File: src/rtl/core/dwc1d_pkg.sv
package dwc1d_pkg;

   localparam int SAMPLE_WIDTH       = 16;
   localparam int TAP_WIDTH          = 16;
   localparam int BIAS_WIDTH         = 16;
   localparam int TAP_COUNT          = 5;
   localparam int PAD                = 2;
   localparam int DELAY_DEPTH        = 4;
   localparam int IDX_WIDTH          = 2;
   localparam int COEF_FRAC_BITS_DEF = 14;
   localparam int CSR_ADDR_WIDTH     = 5;
   localparam int CSR_DATA_WIDTH     = 32;

   typedef logic signed [SAMPLE_WIDTH-1:0] sample_type;
   typedef logic signed [TAP_WIDTH-1:0]    tap_type;
   typedef logic signed [BIAS_WIDTH-1:0]   bias_type;

   typedef enum logic [2:0] {
      REG_TAP_ZERO    = 3'd0,
      REG_TAP_ONE     = 3'd1,
      REG_TAP_TWO     = 3'd2,
      REG_TAP_THREE   = 3'd3,
      REG_TAP_FOUR    = 3'd4,
      REG_BIAS_VALUE  = 3'd5,
      REG_RELU_ENABLE = 3'd6
   } reg_index_type;

   typedef struct packed {
      sample_type sample;
      logic       is_last;
   } req_payload_type;

   typedef struct packed {
      sample_type result;
      logic       result_last;
   } rsp_payload_type;

   // Entry 0 of the taps weights the oldest sample of the window.
   typedef struct packed {
      tap_type [TAP_COUNT-1:0] taps;
      bias_type                bias;
      logic                    relu_enable;
   } cfg_type;

   // Entry 0 of the samples is the oldest sample of the window.
   typedef struct packed {
      sample_type [TAP_COUNT-1:0] samples;
      logic                       last;
   } window_type;

endpackage

File: src/rtl/core/dwc1d_csr.sv
module dwc1d_csr (
   input  logic                                 clock,
   input  logic                                 reset,
   input  logic                                 psel,
   input  logic                                 penable,
   input  logic                                 pwrite,
   input  logic [dwc1d_pkg::CSR_ADDR_WIDTH-1:0] paddr,
   input  logic [dwc1d_pkg::CSR_DATA_WIDTH-1:0] pwdata,
   output logic [dwc1d_pkg::CSR_DATA_WIDTH-1:0] prdata,
   output logic                                 pready,
   output dwc1d_pkg::cfg_type                   cfg
);
   import dwc1d_pkg::*;

   cfg_type       cfg_ff;
   cfg_type       cfg_in;
   reg_index_type addr_index;
   logic          wr_en;

   assign addr_index = reg_index_type'(paddr[CSR_ADDR_WIDTH-1:2]);
   assign wr_en      = psel && penable && pwrite;
   assign pready     = 1'b1;
   assign cfg        = cfg_ff;

   always_comb begin
      cfg_in = cfg_ff;
      if (wr_en) begin
         case (addr_index)
            REG_TAP_ZERO:    cfg_in.taps[0]     = tap_type'(pwdata[TAP_WIDTH-1:0]);
            REG_TAP_ONE:     cfg_in.taps[1]     = tap_type'(pwdata[TAP_WIDTH-1:0]);
            REG_TAP_TWO:     cfg_in.taps[2]     = tap_type'(pwdata[TAP_WIDTH-1:0]);
            REG_TAP_THREE:   cfg_in.taps[3]     = tap_type'(pwdata[TAP_WIDTH-1:0]);
            REG_TAP_FOUR:    cfg_in.taps[4]     = tap_type'(pwdata[TAP_WIDTH-1:0]);
            REG_BIAS_VALUE:  cfg_in.bias        = bias_type'(pwdata[BIAS_WIDTH-1:0]);
            REG_RELU_ENABLE: cfg_in.relu_enable = pwdata[0];
            default: begin
            end
         endcase
      end
   end

   always_comb begin
      case (addr_index)
         REG_TAP_ZERO:    prdata = CSR_DATA_WIDTH'(unsigned'(cfg_ff.taps[0]));
         REG_TAP_ONE:     prdata = CSR_DATA_WIDTH'(unsigned'(cfg_ff.taps[1]));
         REG_TAP_TWO:     prdata = CSR_DATA_WIDTH'(unsigned'(cfg_ff.taps[2]));
         REG_TAP_THREE:   prdata = CSR_DATA_WIDTH'(unsigned'(cfg_ff.taps[3]));
         REG_TAP_FOUR:    prdata = CSR_DATA_WIDTH'(unsigned'(cfg_ff.taps[4]));
         REG_BIAS_VALUE:  prdata = CSR_DATA_WIDTH'(unsigned'(cfg_ff.bias));
         REG_RELU_ENABLE: prdata = CSR_DATA_WIDTH'(cfg_ff.relu_enable);
         default:         prdata = '0;
      endcase
   end

   always_ff @(posedge clock) begin
      if (reset) begin
         cfg_ff <= '0;
      end else begin
         cfg_ff <= cfg_in;
      end
   end

endmodule

File: src/rtl/core/dwc1d_window.sv
module dwc1d_window (
   input  logic                       clock,
   input  logic                       reset,
   input  logic                       req_valid,
   output logic                       req_stall,
   input  dwc1d_pkg::req_payload_type req_payload,
   output logic                       win_valid,
   input  logic                       win_ready,
   output dwc1d_pkg::window_type      window
);
   import dwc1d_pkg::*;

   localparam logic [IDX_WIDTH-1:0] IDX_LAST = IDX_WIDTH'(PAD);
   localparam logic [2:0]           POS_END  = 3'(TAP_COUNT);

   // Entry 0 of the delay line is the newest sample.
   sample_type           dl_ff       [DELAY_DEPTH];
   sample_type           dl_in       [DELAY_DEPTH];
   logic [IDX_WIDTH-1:0] seen_ff;
   logic [IDX_WIDTH-1:0] seen_in;
   logic                 job_v_ff;
   logic                 job_v_in;
   logic                 job_last_ff;
   logic                 job_last_in;
   logic [IDX_WIDTH-1:0] job_idx_ff;
   logic [IDX_WIDTH-1:0] job_idx_in;
   sample_type           job_buf_ff  [TAP_COUNT];
   sample_type           job_buf_in  [TAP_COUNT];
   logic                 req_fire;
   logic                 emit;
   logic                 finish;
   logic [2:0]           pos         [TAP_COUNT];

   // A job is one accepted item that owes results; a last item owes one result per
   // window start, the others at most one.
   assign emit      = job_v_ff && win_ready;
   assign finish    = emit && (!job_last_ff || job_idx_ff == IDX_LAST);
   assign req_stall = job_v_ff && !finish;
   assign req_fire  = req_valid && !req_stall;
   assign win_valid = job_v_ff;

   // Window positions beyond the newest sample are the trailing padding zeros.
   always_comb begin
      for (int k = 0; k < TAP_COUNT; k++) begin
         pos[k] = 3'(job_idx_ff) + 3'(k);
         if (pos[k] < POS_END) begin
            window.samples[k] = job_buf_ff[pos[k]];
         end else begin
            window.samples[k] = '0;
         end
      end
      window.last = job_last_ff && (job_idx_ff == IDX_LAST);
   end

   always_comb begin
      dl_in       = dl_ff;
      seen_in     = seen_ff;
      job_v_in    = job_v_ff;
      job_last_in = job_last_ff;
      job_idx_in  = job_idx_ff;
      job_buf_in  = job_buf_ff;
      if (emit && !finish) begin
         job_idx_in = job_idx_ff + 1'b1;
      end
      if (finish) begin
         job_v_in = 1'b0;
      end
      if (req_fire) begin
         for (int k = 0; k < DELAY_DEPTH; k++) begin
            job_buf_in[k] = dl_ff[DELAY_DEPTH-1-k];
         end
         job_buf_in[TAP_COUNT-1] = req_payload.sample;
         if (req_payload.is_last) begin
            job_v_in    = 1'b1;
            job_last_in = 1'b1;
            job_idx_in  = IDX_LAST - seen_ff;
            for (int k = 0; k < DELAY_DEPTH; k++) begin
               dl_in[k] = '0;
            end
            seen_in = '0;
         end else begin
            if (seen_ff == IDX_LAST) begin
               job_v_in    = 1'b1;
               job_last_in = 1'b0;
               job_idx_in  = '0;
            end
            for (int k = DELAY_DEPTH-1; k > 0; k--) begin
               dl_in[k] = dl_ff[k-1];
            end
            dl_in[0] = req_payload.sample;
            if (seen_ff != IDX_LAST) begin
               seen_in = seen_ff + 1'b1;
            end
         end
      end
   end

   always_ff @(posedge clock) begin
      if (reset) begin
         for (int k = 0; k < DELAY_DEPTH; k++) begin
            dl_ff[k] <= '0;
         end
         seen_ff     <= '0;
         job_v_ff    <= 1'b0;
         job_last_ff <= 1'b0;
         job_idx_ff  <= '0;
      end else begin
         dl_ff       <= dl_in;
         seen_ff     <= seen_in;
         job_v_ff    <= job_v_in;
         job_last_ff <= job_last_in;
         job_idx_ff  <= job_idx_in;
      end
   end

   always_ff @(posedge clock) begin
      job_buf_ff <= job_buf_in;
   end

endmodule

File: src/rtl/core/dwc1d_mac.sv
module dwc1d_mac #(
   parameter int COEF_FRAC_BITS = dwc1d_pkg::COEF_FRAC_BITS_DEF
) (
   input  logic                       clock,
   input  logic                       reset,
   input  dwc1d_pkg::cfg_type         cfg,
   input  logic                       win_valid,
   output logic                       win_ready,
   input  dwc1d_pkg::window_type      window,
   output logic                       rsp_valid,
   input  logic                       rsp_stall,
   output dwc1d_pkg::rsp_payload_type rsp_payload
);
   import dwc1d_pkg::*;

   localparam int PROD_W = SAMPLE_WIDTH + TAP_WIDTH;
   localparam int OFF_W  = BIAS_WIDTH + COEF_FRAC_BITS;
   localparam int ACC_W  = ((PROD_W > OFF_W) ? PROD_W : OFF_W) + 4;
   localparam int QW     = ACC_W - COEF_FRAC_BITS;
   localparam logic signed [QW-1:0] Q_MAX = QW'((1 << (SAMPLE_WIDTH - 1)) - 1);
   localparam logic signed [QW-1:0] Q_MIN = -Q_MAX - QW'(1);

   logic signed [PROD_W-1:0] prod_ff [TAP_COUNT];
   logic signed [PROD_W-1:0] prod_in [TAP_COUNT];
   logic                     p_v_ff;
   logic                     p_last_ff;
   logic                     p_ready;
   logic                     rsp_ready;
   logic                     rsp_v_ff;
   rsp_payload_type          rsp_ff;
   rsp_payload_type          rsp_in;
   logic signed [OFF_W-1:0]  offset;
   logic signed [ACC_W-1:0]  acc;
   logic signed [QW-1:0]     q;
   logic signed [QW-1:0]     sat;
   sample_type               res;

   assign rsp_ready   = !rsp_v_ff || !rsp_stall;
   assign p_ready     = !p_v_ff || rsp_ready;
   assign win_ready   = p_ready;
   assign rsp_valid   = rsp_v_ff;
   assign rsp_payload = rsp_ff;

   always_comb begin
      for (int k = 0; k < TAP_COUNT; k++) begin
         prod_in[k] = $signed(window.samples[k]) * $signed(cfg.taps[k]);
      end
   end

   // The bias scaled up plus the rounding half is a plain bit pattern, no adder needed.
   assign offset = {cfg.bias, 1'b1, {(COEF_FRAC_BITS-1){1'b0}}};

   always_comb begin
      acc = ACC_W'(offset);
      for (int k = 0; k < TAP_COUNT; k++) begin
         acc = acc + ACC_W'(prod_ff[k]);
      end
      // Dropping the fraction bits of a two's complement value rounds towards minus infinity.
      q = acc[ACC_W-1:COEF_FRAC_BITS];
      if (q > Q_MAX) begin
         sat = Q_MAX;
      end else if (q < Q_MIN) begin
         sat = Q_MIN;
      end else begin
         sat = q;
      end
      res = sample_type'(sat);
      if (cfg.relu_enable && res[SAMPLE_WIDTH-1]) begin
         res = '0;
      end
      rsp_in.result      = res;
      rsp_in.result_last = p_last_ff;
   end

   always_ff @(posedge clock) begin
      if (reset) begin
         p_v_ff   <= 1'b0;
         rsp_v_ff <= 1'b0;
      end else begin
         if (p_ready) begin
            p_v_ff <= win_valid;
         end
         if (rsp_ready) begin
            rsp_v_ff <= p_v_ff;
         end
      end
   end

   always_ff @(posedge clock) begin
      if (p_ready) begin
         prod_ff   <= prod_in;
         p_last_ff <= window.last;
      end
      if (rsp_ready) begin
         rsp_ff <= rsp_in;
      end
   end

endmodule

File: src/rtl/core/depthwise_conv1d_k5_pad2_unit.sv
// Each window passes the job register, the product register and the result register in turn.
// Throughput: one item per cycle while the output does not stall; a last item flushes up to
// three results, one window a cycle from the job register, and stalls the input meanwhile.
// Reset is synchronous and active high: it clears the settings and control registers, empties
// the delay line and the sample count, and drops all valids. No clearing pass needed.
module depthwise_conv1d_k5_pad2_unit #(
   parameter int COEF_FRAC_BITS = dwc1d_pkg::COEF_FRAC_BITS_DEF
) (
   input  logic                                 clock,
   input  logic                                 reset,
   input  logic                                 req_valid,
   output logic                                 req_stall,
   input  dwc1d_pkg::req_payload_type           req_payload,
   output logic                                 rsp_valid,
   input  logic                                 rsp_stall,
   output dwc1d_pkg::rsp_payload_type           rsp_payload,
   input  logic                                 psel,
   input  logic                                 penable,
   input  logic                                 pwrite,
   input  logic [dwc1d_pkg::CSR_ADDR_WIDTH-1:0] paddr,
   input  logic [dwc1d_pkg::CSR_DATA_WIDTH-1:0] pwdata,
   output logic [dwc1d_pkg::CSR_DATA_WIDTH-1:0] prdata,
   output logic                                 pready
);
   import dwc1d_pkg::*;

   cfg_type    cfg;
   logic       win_valid;
   logic       win_ready;
   window_type window;

   dwc1d_csr u_csr (
      .clock   (clock),
      .reset   (reset),
      .psel    (psel),
      .penable (penable),
      .pwrite  (pwrite),
      .paddr   (paddr),
      .pwdata  (pwdata),
      .prdata  (prdata),
      .pready  (pready),
      .cfg     (cfg)
   );

   dwc1d_window u_window (
      .clock       (clock),
      .reset       (reset),
      .req_valid   (req_valid),
      .req_stall   (req_stall),
      .req_payload (req_payload),
      .win_valid   (win_valid),
      .win_ready   (win_ready),
      .window      (window)
   );

   dwc1d_mac #(
      .COEF_FRAC_BITS (COEF_FRAC_BITS)
   ) u_mac (
      .clock       (clock),
      .reset       (reset),
      .cfg         (cfg),
      .win_valid   (win_valid),
      .win_ready   (win_ready),
      .window      (window),
      .rsp_valid   (rsp_valid),
      .rsp_stall   (rsp_stall),
      .rsp_payload (rsp_payload)
   );

endmodule

File: config.mk
export PLATFORM = sky130hd
export DESIGN_NAME = depthwise_conv1d_k5_pad2_unit
export DESIGN_NICKNAME = d
export VERILOG_FILES = /design/src/rtl/core/dwc1d_pkg.sv /design/src/rtl/core/dwc1d_csr.sv /design/src/rtl/core/dwc1d_window.sv /design/src/rtl/core/dwc1d_mac.sv /design/src/rtl/core/depthwise_conv1d_k5_pad2_unit.sv
export SDC_FILE = /design/constraint.sdc
export NUM_CORES = 2
export LEC_CHECK = 0
export BUFFER_PORTS_ARGS = -buffer_cell sky130_fd_sc_hd__clkbuf_2
export CAP_MARGIN = 20
export CORE_ASPECT_RATIO = 0.5
export CORE_MARGIN = 10
export CORE_UTILIZATION = 50
export CTS_CLUSTER_SIZE = 25
export DETAILED_ROUTE_END_ITERATION = 10
export PLACE_DENSITY = 0.66
export SETUP_SLACK_MARGIN = 0.15
export SLEW_MARGIN = 20
export SYNTH_ARGS = -nofsm -noshare
export SYNTH_HDL_FRONTEND = slang
export SYNTH_SLANG_ARGS = --single-unit
File: constraint.sdc
create_clock -name clock -period 8 [get_ports clock]
set_input_delay 1.2 -clock clock [delete_from_list [all_inputs] [get_ports clock]]
set_output_delay 1.2 -clock clock [all_outputs]
set_load 0.01 [all_outputs]
# Word level (Yosys, flattened, before mapping)
# Cells that the tools add are included.
# word_totals
mem_count	0
latchBits	0
output_inout_bits	52
romBits	0
ram_bits	0
ff_bits	427
# op_classes
div	0
n_lt_le_gt_ge	12
addsub	12
n_reduce_logical	30
muxes	36
bitwise	5
n_shift	0
eq_ne	9
n_mul	5
# op_table
op	count
two-way mux 16 bit	17
binary-select mux 16 bit (select 3 bit)	5
multiplier 16 x 16 -> 32 bit	5
case mux 16 bit (7 select lines)	1
adder 36 x 32 -> 36 bit	3
two-way mux 64 bit	1
adder 33 x 32 -> 34 bit	1
adder 30 x 32 -> 33 bit	1
> comparator 22 x 16 -> 1 bit, second input constant	1
less-than comparator 22 x 16 -> 1 bit, second input constant	1
greater-or-equal comparator 4 bit, second input constant	5
AND reduction 2 bit	9
inverter 3 -> 4 bit	4
less-than comparator 3 bit, second input constant	4
two-way mux 2 bit	6
== test 3 bit, second input constant	3
logical AND 1 bit	9
adder 2 x 2 -> 3 bit, second input constant	2
== test 3 x 2 -> 1 bit, second input constant	2
logical NOT 1 bit	6
two-way mux 1 bit	6
adder 2 x 1 -> 2 bit, second input constant	2
== test 2 bit, second input constant	2
inverter 2 -> 4 bit	1
9 further kinds	12

# Logic depth before layout (Yosys ltp)
# depth
ltp_word	11
ltp_mapped	33

# Cells and area by module
# Synthesis repeated with hierarchy kept, for this count alone.
# hier_totals
cells_unflattened	7401
hier_area_um2	71708.8
# modules_own_cells
mod	cells_per_inst	n_inst	area_per_inst_um2
dwc1d_mac	6206	1	59532.1
dwc1d_window	673	1	7387.1
dwc1d_csr	522	1	4789.6

# Least setup slack after synthesis
# No wires, ideal clock.
# synth_timing
path_type	register -> register
from	register u_window.job_idx_ff[0]
to	register u_mac.prod_ff[59] (netlist bit), data pin
path_buffers	5
path_stages_with_launch	34
setup_slack_ns	-0.300
t_arrival_ns	8.035
synth_period_minus_slack_ns	8.300
cell_sequence	dfxtp_1 -> buf_2 -> clkinv_1 -> clkbuf_1 -> ha_1 -> clkbuf_1 -> nand2_1 -> nor2_1 -> clkbuf_1 -> a22oi_1 -> nor2_1 -> clkbuf_1 -> nand2_1 -> fa_1 -> inv_1 -> fa_1 -> inv_1 -> fa_1 -> inv_1 -> fa_1 -> inv_1 -> fa_1 -> inv_1 -> fa_1 -> ha_1 -> and4_1 -> a21oi_1 -> o21ai_0 -> o21ba_2 -> o21ai_0 -> a31o_2 -> a31oi_1 -> o21ai_0 -> xor2_1
# synth_lines
element	line	text
from (decl)	dwc1d_window.sv:25	logic [IDX_WIDTH-1:0] job_idx_ff;
from (signal assigned)	dwc1d_window.sv:112	job_idx_ff <= job_idx_in;
to (signal assigned)	dwc1d_mac.sv:91	prod_ff <= prod_in;
to (decl)	dwc1d_mac.sv:23	logic signed [PROD_W-1:0] prod_ff [TAP_COUNT];

==> reports/qor.txt <==
status = finished clean
Pwr Density = 84.8 nW/µm²
internal cell power = 4.36 mW
I/O Buffers = 77
chip height = 287 µm
CTS Buf Count = 49
worst-path fanout max = 21
Cell Area, Synth = 71500 µm²
Final Critical Period = 7700 ps
DR pass1 iterations = 6
MaxCap Viol Count = 0
CP max stage delay = 520 ps
Critical Path AT = 8050 ps
Crit path required time = 8340 ps
Clock Skews = 35.2 ps
largest net degree at the start of global routing = 89
cell family with most CP delay = adder cells
Most common cell on crit path = fa_1
Yosys cell types = 87
row count = 98
top-area cell type share of the netlist area = 39.1%
CTS tree = done
Critical-path top delay cell = fa_1
drt initial violations = 5133
combinational power share = 25.8%
Main synth FF type = edfxtp_1
P_sw = 2.21 mW
VDD IR max = 0.128 mV
CTS max path bufs = 3
Reg power frac = 38.7%
Residual DRC = 0
antenna violations before repair = 26
Worst Tran Pin Value = 1120 ps
type of element capturing the critical path = flop
RD Place Congestion = 0.971
grt ovf = 0
Synth area leader = fa_1
Via Count = 52587
total power = 6.57 mW
FFs w/ async S/R, synth = 0%
DR WL/cell = 20.7 µm
Final ANT Viol Nets = 0
top cells by area, synth = fa_1 (39%), edfxtp_1 (11%), ha_1 (8.6%), inv_1 (8.3%), nand2_1 (5.2%)
Worst-Skew Late Latency = 620 ps
via/cell ratio = 5.48
Final period util = 96.3%
Core ar. = 142000 µm²
Clock transition at path regs = 60 ps
H-tree lvl count = 2
CP startpoint kind = flop
die area = 159000 µm²
worst slack on hold paths = 417 ps
part of the power in the clock network = 35.6%
Finish-stage setup viols = 0
leakage = 34.6 nW
number of synthesized register bits = 427
first-pass GRT wire length = 316000 µm
worst rel slew slack = 25.3%
f_max = 130 MHz
commonest cells in the netlist = inv_1 (1591), fa_1 (1398), nand2_1 (987)
Layout fillers = 12784
share of cells above drive strength 1 = 7.92%
Worst Path Class, Setup = flop to flop
clock root buffer = clkbuf_16
Mapped Cells = 7539
Final Core Density = 54.3%
number of global-route vias before repair = 54590
WP buf/inv = 8
Post-CTS Hold Fix Bufs = 0
total wire length = 198000 µm
switching share of power = 33.6%
clk sinks = 427
sequential area share after synthesis = 15.6%
# IOs = 113
DP HPWL = 166000 µm
Worst Hold Class = flop to flop
Setup WS pre-CTS = 119 ps
Layout area overhead = 8.26%
die width = 555 µm
Syn Area/Cell = 9.49 µm²
Total Nets Final = 9598
Hold Vio Cnt, Final = 0
Final Max Slew Viols = 0
GRT Util Overall = 25.4%
most frequent cell after synthesis = inv_1
Synthesis Warnings = 0
initial core utilization = 50.2%
number of synthesized flops with an enable pin = 258
unrepaired setup endpoints after global routing = true
Setup TNS Final = 0 ps
min setup slack post-route = 297 ps
-- what timing repair did --
item | in CTS | in global routing
endpoints found under the setup margin | 2 | 48
setup buffers | 0 | 5
gates resized for setup | 1 | 41
pin swaps | 0 | 7
-- per-stage QoR --
stage	instances	instance area (µm²)
2_1_floorplan	7554	71600
3_3_place_gp	9491	75600
3_5_place_dp	9491	75600
4_1_cts	9582	77200
5_1_grt	9587	77400
6_report	9590	77400
-- final timing paths --
check,start,to,slack [ps],depth (start not counted)
worst min register to register,u_window.dl_ff[1],u_window.job_buf_ff[65],420,0
worst min-delay path,u_window.dl_ff[1],u_window.job_buf_ff[65],420,0
worst max-delay path,u_window.job_idx_ff[0],u_mac.prod_ff[31],300,27
worst max register to register,u_window.job_idx_ff[0],u_mac.prod_ff[31],300,27
-- routing by layer --
metal  up-vias  wire length (µm)  global-route usage [%]
li1      23429                 -                       -
met1     26761             86800                    37.0
met2      2081             84700                    38.6
met3       308             20300                    5.23
met4         8              6530                    7.22
met5         -                47                       0
-- registers in the layout, indices dropped and copies added, names as in the netlist --
register and cells:
u_csr.cfg 97, u_mac.p_last_ff 1, u_mac.p_v_ff 1, u_mac.prod_ff 160, u_mac.rsp_payload 17, u_mac.rsp_valid 1, u_window.dl_ff 64, u_window.job_buf_ff 80
u_window.job_idx_ff 2, u_window.job_last_ff 1, u_window.seen_ff 2, u_window.win_valid 1
-- placed cells by master (no fill, tap or decap), types with 54 or more instances in the layout --
master    instances
and2_1          417
xnor2_1         160
o21ai_0          95
dfxtp_1         167
buf_4           289
ha_1            490
a21oi_1         360
a21o_1           94
mux2i_1          80
and3_1          114
nand2_1         986
inv_1          1589
clkbuf_2         77
edfxtp_1        258
xor2_1           54
fa_1           1396
nand2b_1         60
nor2_1          266
nor3b_1          68
-- kinds of logic (layout without fill, tap and decap cells) --
logic type / Yosys count / count (layout) / share of synthesized area [%]
multiplexers: 117 / 117 / 2.27
adder cells (fa/ha/maj): 1890 / 1890 / 47.7
XOR/XNOR: 215 / 215 / 2.63
flip-flops: 427 / 427 / 15.6
buffers and inverters: 1944 / 2077 / 10.4
other: 2 / 20 / 0.0105
AND/OR/NAND/NOR: 2112 / 2112 / 14.1
AO/OA/AOI/OAI: 832 / 832 / 7.35
-- power groups by stage --
stage	clock network (mW)	logic [mW]	registers, mW
after floorplan	0	0.964	2.56
after global placement	0	1.63	2.58
after detailed placement	0	1.64	2.58
after CTS	2.34	1.65	2.54
after global routing	2.44	1.83	2.55
final	2.34	1.69	2.54
-- layout make-up --
cell class / count / area [µm²] / area share [%]
Multi-Input combinational cell: 5183 / 53200 / 68.7
Sequential cell: 427 / 11100 / 14.4
Inverter: 1592 / 5980 / 7.73
Timing Repair Buffer: 394 / 3070 / 3.96
Tap cell: 1900 / 2380 / 3.07
Clock buffer: 66 / 1380 / 1.78
Clock inverter: 25 / 260 / 0.336
Antenna cell: 3 / 7.51 / 0.00970
(Power assumes the default switching activity.)
